[src/rtl/mma_pkg.sv]
// Shared types for the MIDI message assembler.
// Holds the parser phase and readout state encodings; no dependencies.
`default_nettype none

package mma_pkg;

  // Parser phase: which byte of a message is expected next.
  typedef enum logic [2:0] {
    PH_WAIT   = 3'd0,
    PH_FIRST  = 3'd1,
    PH_SECOND = 3'd2,
    PH_SINGLE = 3'd3,
    PH_SYSEX  = 3'd4
  } phase_t;

  // Readout sequencer state.
  typedef enum logic [1:0] {
    EM_IDLE = 2'd0,
    EM_READ = 2'd1,
    EM_LOAD = 2'd2
  } emit_state_t;

  localparam logic [7:0] ST_SYSEX     = 8'hF0;
  localparam logic [7:0] ST_MTC       = 8'hF1;
  localparam logic [7:0] ST_SONG_POS  = 8'hF2;
  localparam logic [7:0] ST_SONG_SEL  = 8'hF3;
  localparam logic [7:0] ST_EOX       = 8'hF7;
  localparam logic [3:0] HI_NOTE_OFF  = 4'h8;
  localparam logic [3:0] HI_NOTE_ON   = 4'h9;
  localparam logic [3:0] HI_POLY_AT   = 4'hA;
  localparam logic [3:0] HI_CTRL      = 4'hB;
  localparam logic [3:0] HI_PROG      = 4'hC;
  localparam logic [3:0] HI_CHAN_AT   = 4'hD;
  localparam logic [3:0] HI_PITCH     = 4'hE;
  localparam logic [3:0] HI_SYSTEM    = 4'hF;

endpackage

`default_nettype wire

[src/rtl/mma_ram.sv]
// Generic single-port-write, single-port-read RAM with registered read data.
// Standalone; used for the message store of the MIDI message assembler.
`default_nettype none

module mma_ram #(
  parameter int WIDTH = 8,
  parameter int DEPTH = 64
) (
  input  wire logic                     clk,
  input  wire logic                     wr_en,
  input  wire logic [$clog2(DEPTH)-1:0] wr_addr,
  input  wire logic [WIDTH-1:0]         wr_data,
  input  wire logic                     rd_en,
  input  wire logic [$clog2(DEPTH)-1:0] rd_addr,
  output logic      [WIDTH-1:0]         rd_data
);

  logic [WIDTH-1:0] mem [DEPTH];

  // Write port and registered read port.
  always_ff @(posedge clk) begin
    if (wr_en) begin
      mem[wr_addr] <= wr_data;
    end
    if (rd_en) begin
      rd_data <= mem[rd_addr];
    end
  end

endmodule

`default_nettype wire

[src/rtl/midi_message_assembler.sv]
// MIDI message assembler top level: parser, message store and readout.
// Depends on mma_pkg and mma_ram.
//
// Usage: the input channel (in_valid, in_stall, in_byte) takes one MIDI byte
// per transfer. Status bytes start a message, data bytes fill it, running
// status is kept for channel and one/two-data-byte system messages, and a
// sysex message is collected until F7. Every completed message leaves on the
// output channel (out_valid, out_stall, out_msg_byte, out_last,
// out_truncated) as a run of bytes, status first, out_last on the final one.
// Each byte of a message is written into the message store as it is
// accepted, but for sysex bytes beyond its capacity. A byte that completes
// no message causes no input stall. A completing byte starts a readout from
// the store: each output byte is read (EM_READ), then moved into the output
// register (EM_LOAD) once that is free, and the input stays stalled until
// the last byte is moved. The output register holds its byte while out_stall
// is high; the last byte of a run may wait there while the next input byte
// is already accepted. Reset returns the parser to waiting for a status
// byte and empties the output register; the store needs no clearing.
`default_nettype none

module midi_message_assembler
  import mma_pkg::*;
#(
  parameter int MAX_MESSAGE_BYTES = 64
) (
  input  wire logic       clk,
  input  wire logic       rst_n,
  input  wire logic       in_valid,
  output logic            in_stall,
  input  wire logic [7:0] in_byte,
  output logic            out_valid,
  input  wire logic       out_stall,
  output logic      [7:0] out_msg_byte,
  output logic            out_last,
  output logic            out_truncated
);

  localparam int AW = $clog2(MAX_MESSAGE_BYTES);
  localparam int LW = $clog2(MAX_MESSAGE_BYTES + 1);
  localparam logic [LW-1:0] MAX_LEN  = LW'(MAX_MESSAGE_BYTES);
  localparam logic [LW-1:0] MAX_DATA = LW'(MAX_MESSAGE_BYTES - 1);

  phase_t            phase_r,     phase_nxt;
  logic [LW-1:0]     msg_len_r,   msg_len_nxt;
  logic              ovf_r,       ovf_nxt;
  emit_state_t       emit_st_r,   emit_st_nxt;
  logic [LW-1:0]     emit_len_r,  emit_len_nxt;
  logic [AW-1:0]     rd_idx_r,    rd_idx_nxt;
  logic              emit_trunc_r, emit_trunc_nxt;
  logic              out_valid_r, out_valid_nxt;
  logic [7:0]        out_byte_r,  out_byte_nxt;
  logic              out_last_r,  out_last_nxt;
  logic              out_trunc_r, out_trunc_nxt;

  logic              accept;
  logic              is_status;
  phase_t            st_phase;
  logic              wr_en;
  logic [AW-1:0]     wr_addr;
  logic              rd_en;
  logic [7:0]        rd_data;
  logic              slot_free;
  logic              rd_is_last;

  // Message store.
  mma_ram #(
    .WIDTH (8),
    .DEPTH (MAX_MESSAGE_BYTES)
  ) u_store (
    .clk     (clk),
    .wr_en   (wr_en),
    .wr_addr (wr_addr),
    .wr_data (in_byte),
    .rd_en   (rd_en),
    .rd_addr (rd_idx_r),
    .rd_data (rd_data)
  );

  // Status byte decode and the phase it leads to.
  always_comb begin
    is_status = 1'b0;
    st_phase  = PH_WAIT;
    case (in_byte[7:4])
      HI_NOTE_OFF, HI_NOTE_ON, HI_POLY_AT, HI_CTRL, HI_PITCH: begin
        is_status = 1'b1;
        st_phase  = PH_FIRST;
      end
      HI_PROG, HI_CHAN_AT: begin
        is_status = 1'b1;
        st_phase  = PH_SINGLE;
      end
      HI_SYSTEM: begin
        if (in_byte == ST_SYSEX) begin
          is_status = 1'b1;
          st_phase  = PH_SYSEX;
        end else if (in_byte == ST_MTC || in_byte == ST_SONG_SEL) begin
          is_status = 1'b1;
          st_phase  = PH_SINGLE;
        end else if (in_byte == ST_SONG_POS) begin
          is_status = 1'b1;
          st_phase  = PH_FIRST;
        end
      end
      default: begin
        is_status = 1'b0;
      end
    endcase
  end

  assign in_stall   = (emit_st_r != EM_IDLE);
  assign accept     = in_valid && !in_stall;
  assign slot_free  = !out_valid_r || !out_stall;
  assign rd_is_last = ((LW'(rd_idx_r) + LW'(1)) == emit_len_r);
  assign rd_en      = (emit_st_r == EM_READ);

  // Parser, store writes and readout sequencer.
  always_comb begin
    phase_nxt      = phase_r;
    msg_len_nxt    = msg_len_r;
    ovf_nxt        = ovf_r;
    emit_st_nxt    = emit_st_r;
    emit_len_nxt   = emit_len_r;
    rd_idx_nxt     = rd_idx_r;
    emit_trunc_nxt = emit_trunc_r;
    out_valid_nxt  = out_valid_r;
    out_byte_nxt   = out_byte_r;
    out_last_nxt   = out_last_r;
    out_trunc_nxt  = out_trunc_r;
    wr_en          = 1'b0;
    wr_addr        = '0;

    // Output register drains on a transfer.
    if (out_valid_r && !out_stall) begin
      out_valid_nxt = 1'b0;
    end

    case (emit_st_r)
      EM_IDLE: begin
        if (accept) begin
          if (is_status) begin
            wr_en       = 1'b1;
            wr_addr     = '0;
            msg_len_nxt = LW'(1);
            ovf_nxt     = 1'b0;
            phase_nxt   = st_phase;
          end else begin
            case (phase_r)
              PH_FIRST: begin
                wr_en     = 1'b1;
                wr_addr   = AW'(1);
                phase_nxt = PH_SECOND;
              end
              PH_SECOND: begin
                wr_en          = 1'b1;
                wr_addr        = AW'(2);
                phase_nxt      = PH_FIRST;
                emit_len_nxt   = LW'(3);
                emit_trunc_nxt = 1'b0;
                rd_idx_nxt     = '0;
                emit_st_nxt    = EM_READ;
              end
              PH_SINGLE: begin
                wr_en          = 1'b1;
                wr_addr        = AW'(1);
                emit_len_nxt   = LW'(2);
                emit_trunc_nxt = 1'b0;
                rd_idx_nxt     = '0;
                emit_st_nxt    = EM_READ;
              end
              PH_SYSEX: begin
                if (in_byte == ST_EOX) begin
                  if (msg_len_r < MAX_LEN) begin
                    wr_en        = 1'b1;
                    wr_addr      = msg_len_r[AW-1:0];
                    msg_len_nxt  = msg_len_r + LW'(1);
                    emit_len_nxt = msg_len_r + LW'(1);
                  end else begin
                    emit_len_nxt = msg_len_r;
                  end
                  emit_trunc_nxt = ovf_r;
                  ovf_nxt        = 1'b0;
                  rd_idx_nxt     = '0;
                  phase_nxt      = PH_WAIT;
                  emit_st_nxt    = EM_READ;
                end else if (msg_len_r < MAX_DATA) begin
                  wr_en       = 1'b1;
                  wr_addr     = msg_len_r[AW-1:0];
                  msg_len_nxt = msg_len_r + LW'(1);
                end else begin
                  ovf_nxt = 1'b1;
                end
              end
              default: begin
                phase_nxt = phase_r;
              end
            endcase
          end
        end
      end
      EM_READ: begin
        emit_st_nxt = EM_LOAD;
      end
      EM_LOAD: begin
        // Move the read byte into the output register once it is free.
        if (slot_free) begin
          out_valid_nxt = 1'b1;
          out_byte_nxt  = rd_data;
          out_last_nxt  = rd_is_last;
          out_trunc_nxt = emit_trunc_r;
          if (rd_is_last) begin
            emit_st_nxt = EM_IDLE;
          end else begin
            rd_idx_nxt  = rd_idx_r + AW'(1);
            emit_st_nxt = EM_READ;
          end
        end
      end
      default: begin
        emit_st_nxt = EM_IDLE;
      end
    endcase
  end

  // State registers.
  always_ff @(posedge clk) begin
    if (!rst_n) begin
      phase_r     <= PH_WAIT;
      msg_len_r   <= '0;
      ovf_r       <= 1'b0;
      emit_st_r   <= EM_IDLE;
      out_valid_r <= 1'b0;
    end else begin
      phase_r     <= phase_nxt;
      msg_len_r   <= msg_len_nxt;
      ovf_r       <= ovf_nxt;
      emit_st_r   <= emit_st_nxt;
      out_valid_r <= out_valid_nxt;
    end
  end

  // Payload registers.
  always_ff @(posedge clk) begin
    emit_len_r   <= emit_len_nxt;
    rd_idx_r     <= rd_idx_nxt;
    emit_trunc_r <= emit_trunc_nxt;
    out_byte_r   <= out_byte_nxt;
    out_last_r   <= out_last_nxt;
    out_trunc_r  <= out_trunc_nxt;
  end

  assign out_valid     = out_valid_r;
  assign out_msg_byte  = out_byte_r;
  assign out_last      = out_last_r;
  assign out_truncated = out_trunc_r;

endmodule

`default_nettype wire

[config.mk]
export PLATFORM = sky130hd
export DESIGN_NAME = midi_message_assembler
export DESIGN_NICKNAME = d
export VERILOG_FILES = /design/src/rtl/mma_pkg.sv /design/src/rtl/mma_ram.sv /design/src/rtl/midi_message_assembler.sv
export SDC_FILE = /design/constraint.sdc
export NUM_CORES = 1
export LEC_CHECK = 0
export ABC_AREA = 1
export BUFFER_PORTS_ARGS = -buffer_cell sky130_fd_sc_hd__buf_2
export CAP_MARGIN = 20
export CORE_MARGIN = 2
export CORE_UTILIZATION = 60
export CTS_CLUSTER_DIAMETER = 60
export CTS_CLUSTER_SIZE = 14
export DETAILED_ROUTE_END_ITERATION = 10
export PLACE_DENSITY = 0.76
export SYNTH_ARGS = -nofsm -noshare
export SYNTH_HDL_FRONTEND = slang
export SYNTH_SLANG_ARGS = --single-unit
[constraint.sdc]
create_clock -name clk -period 2.4 [get_ports clk]
set_input_delay 0.24 -clock clk [delete_from_list [all_inputs] [get_ports clk]]
set_output_delay 0.24 -clock clk [all_outputs]
set_load 0.05 [all_outputs]
==> impl_metrics.json <==
{
  "grt_max_degree": 68,
  "ys_warn_count": 0,
  "portBuffers": 23,
  "hold_viol": 0,
  "power_leakage_uw": 0.00944,
  "yosysSeqAreaShare_pct": 71.6,
  "period_needed_ns": 2.25,
  "n_antenna_cell": 0,
  "start_util_pct": 60.5,
  "syn_nets": 2008,
  "regArea_mm2": 0.0166,
  "dp_hpwl_um": 34600,
  "cts_setup_buffers": 0,
  "cts.sinks": 558,
  "synth_ff_type": "edfxtp_1",
  "reg2reg_slack_ns": 0.15,
  "syn_to_final_growth_pct": 12.4,
  "die_x_um": 201,
  "final_core_util_pct": 68.0,
  "synth-seq-cells": 558,
  "clk_latency_ns": 0.57,
  "synth_top_family_by_area": "simple AND/OR/NAND/NOR gates",
  "holdPathStages": 6,
  "clk_pin_slew_ns": 0.07,
  "synth_async_sr_flop_share_pct": 0,
  "crit_family": "simple AND/OR/NAND/NOR gates",
  "drtPass1Iterations": 6,
  "grt_pass1_wl_um": 86700,
  "die_height_um": 201,
  "synthesis.area_mm2": 0.0232,
  "synth_compound_area_share_pct": 7.27,
  "synth_top_area_share_pct": 70.4,
  "cp_slowest_cell": "dfxtp_1",
  "cts_tree": "built",
  "p_per_area_mw_per_mm2": 703,
  "cts_buffers": 46,
  "ant_nets": 0,
  "htreeDepth": 2,
  "status": "completed",
  "synth_area_leader_cell": "edfxtp_1",
  "fin_skew_ns": 0.0266,
  "crit_required_ns": 2.66,
  "worstPathArrival_ns": 2.52,
  "synthAdderAreaFrac_pct": 0.216,
  "grt-ovfl-total": 0,
  "r2r_cells": 12,
  "grt_pass1_vias": 15400,
  "synth_area_leaders": "edfxtp_1, nand2_1, nand3_1",
  "synth_xor_area_share_pct": 0.0754,
  "crit_path_max_incr_delay_ns": 0.42,
  "wl_per_cell_um": 21.6,
  "final_cell_mix": "nand2_1, edfxtp_1, nand3_1",
  "hp-class": "input pin to flop",
  "drc": 0,
  "crit_top_cell": "nand2_4",
  "start_kind": "flop",
  "cp_num_cells": 12,
  "slew_headroom_pct": 35.0,
  "coreArea_mm2": 0.0384,
  "routed_wl_um": 56900,
  "globalplace.congestion": 0.950,
  "drv_cap": 0,
  "drv_slew": 0,
  "synthCells": 1992,
  "clock_path_buffers": 3,
  "power_uw": 18300,
  "synthSimpleGateAreaFrac_pct": 17.8,
  "dieArea_mm2": 0.0403,
  "critPathBufInv": 5,
  "track_usage_pct": 28.3,
  "dr.first_iter.drc_count": 2096,
  "finalCritPeriodShare_pct": 93.9,
  "row_count": 72,
  "fillCellCount": 2706,
  "finalNetCount": 2117,
  "multi_input_area_mm2": 0.00589,
  "synthMuxAreaShare_pct": 0,
  "crit_fanout": 8,
  "final_common_cell": "nand2_1",
  "crit_path_cell_trace": "nand3_1 > inv_1 > nand2_1 > inv_2 > nand2_4 > nand2_4 > inv_1 > o211ai_1 > buf_4 > nand2_4 > nor2_1 > buf_4",
  "clockRootBuffer": "clkbuf_16",
  "synth_edf_count": 544,
  "vias": 15800,
  "synth.distinct_cells": 38,
  "worst-setup-path-type": "flop to flop",
  "layout-drive-gt1-share_pct": 12.5,
  "setup_violations": 0,
  "fmax_ghz": 0.444,
  "antenna_found_initial": 0,
  "crit_path_end_kind": "flop",
  "ir_worst_vdd_mv": 0.704,
  "via_per_inst": 6.00,
  "ios": 24,
  "tightest_slew_ns": 0.975,
  "synth_area_per_cell_um2": 11.7
}
[routing by layer]
layer	track usage (%)	vias up	wire length, µm
met1	38.0	7561	21800
met5	0	-	0
met4	11.9	0	2290
met2	47.0	876	27600
li1	-	7210	-
met3	4.09	135	5170
[report_power, final]
part | internal (µW) | total (µW) | switching, µW
Sequential | 10700 | 10700 | 21.5
Combinational | 246 | 942 | 696
Clock | 3540 | 6670 | 3130
[per-stage QoR]
stage / std cells / hold slack, ns / area (µm²) / TNS, ns / setup WS [ns]
after floorplan: 1992 / 0.339 / 23200 / 0 / 0.152
after global placement: 2569 / 0.403 / 24800 / 0 / 0.213
after detailed placement: 2569 / 0.408 / 24800 / 0 / 0.123
after CTS: 2630 / 0.164 / 26100 / 0 / 0.127
after global routing: 2630 / 0.221 / 26100 / -0.00519 / -0.00123
final: 2630 / 0.174 / 26100 / 0 / 0.145
[kinds of logic (layout without fill, tap and decap cells)]
family	count (synthesis)	after routing
adder cells (fa/ha/maj)	4	4
XOR/XNOR	2	2
flip-flops	558	558
AO/OA/AOI/OAI	287	287
buffers and inverters	170	290
AND/OR/NAND/NOR	971	971
[final timing paths]
path,start,endpoint
worst max register to register,msg_len_r[1],u_store.mem[4][3]
worst min-delay path,in_byte[2],phase_r[2]
worst max-delay path,msg_len_r[1],u_store.mem[4][3]
worst min register to register,u_store.rd_data[5],out_msg_byte[5]
[synthesized netlist by cell type, drive strengths merged (25+ instances only)]
library cell,number
nand2,585
a21boi,40
nand3,181
clkbuf,44
o22ai,25
o211ai,41
edfxtp,544
a21oi,97
inv,62
nor2,173
buf,61
o21ai,83
[layout make-up]
cell class                      instances  share of cell area, %
Timing Repair Buffer                  166                   5.53
Sequential cell                       558                   63.7
Clock buffer                           55                   4.66
Multi-Input combinational cell       1264                   22.6
Tap cell                              518                   2.48
Clock inverter                          4                  0.110
Inverter                               65                  0.973
[sequential cells by signal (all words and copies together), names as in the netlist]
name / flops
emit_trunc_r: 1
u_store.rd_data: 8
out_truncated: 1
out_last: 1
msg_len_r: 7
out_valid: 1
emit_st_r: 2
rd_idx_r: 6
u_store.mem: 512
out_msg_byte: 8
emit_len_r: 7
phase_r: 3
ovf_r: 1
[tightest hold or removal path, delay by kind of cell]
| kind | cells | cell delay [ns] |
|---|---|---|
| buffers and inverters | 2 | 0.14 |
| AO/OA/AOI/OAI | 1 | 0.05 |
| AND/OR/NAND/NOR | 3 | 0.25 |
[timing repair]
item,CTS,global route
setup endpoints to repair,0,141
hold buffers,2,0
gates resized for setup,0,1
hold endpoints to repair,3,0
(Power assumes the default switching activity.)
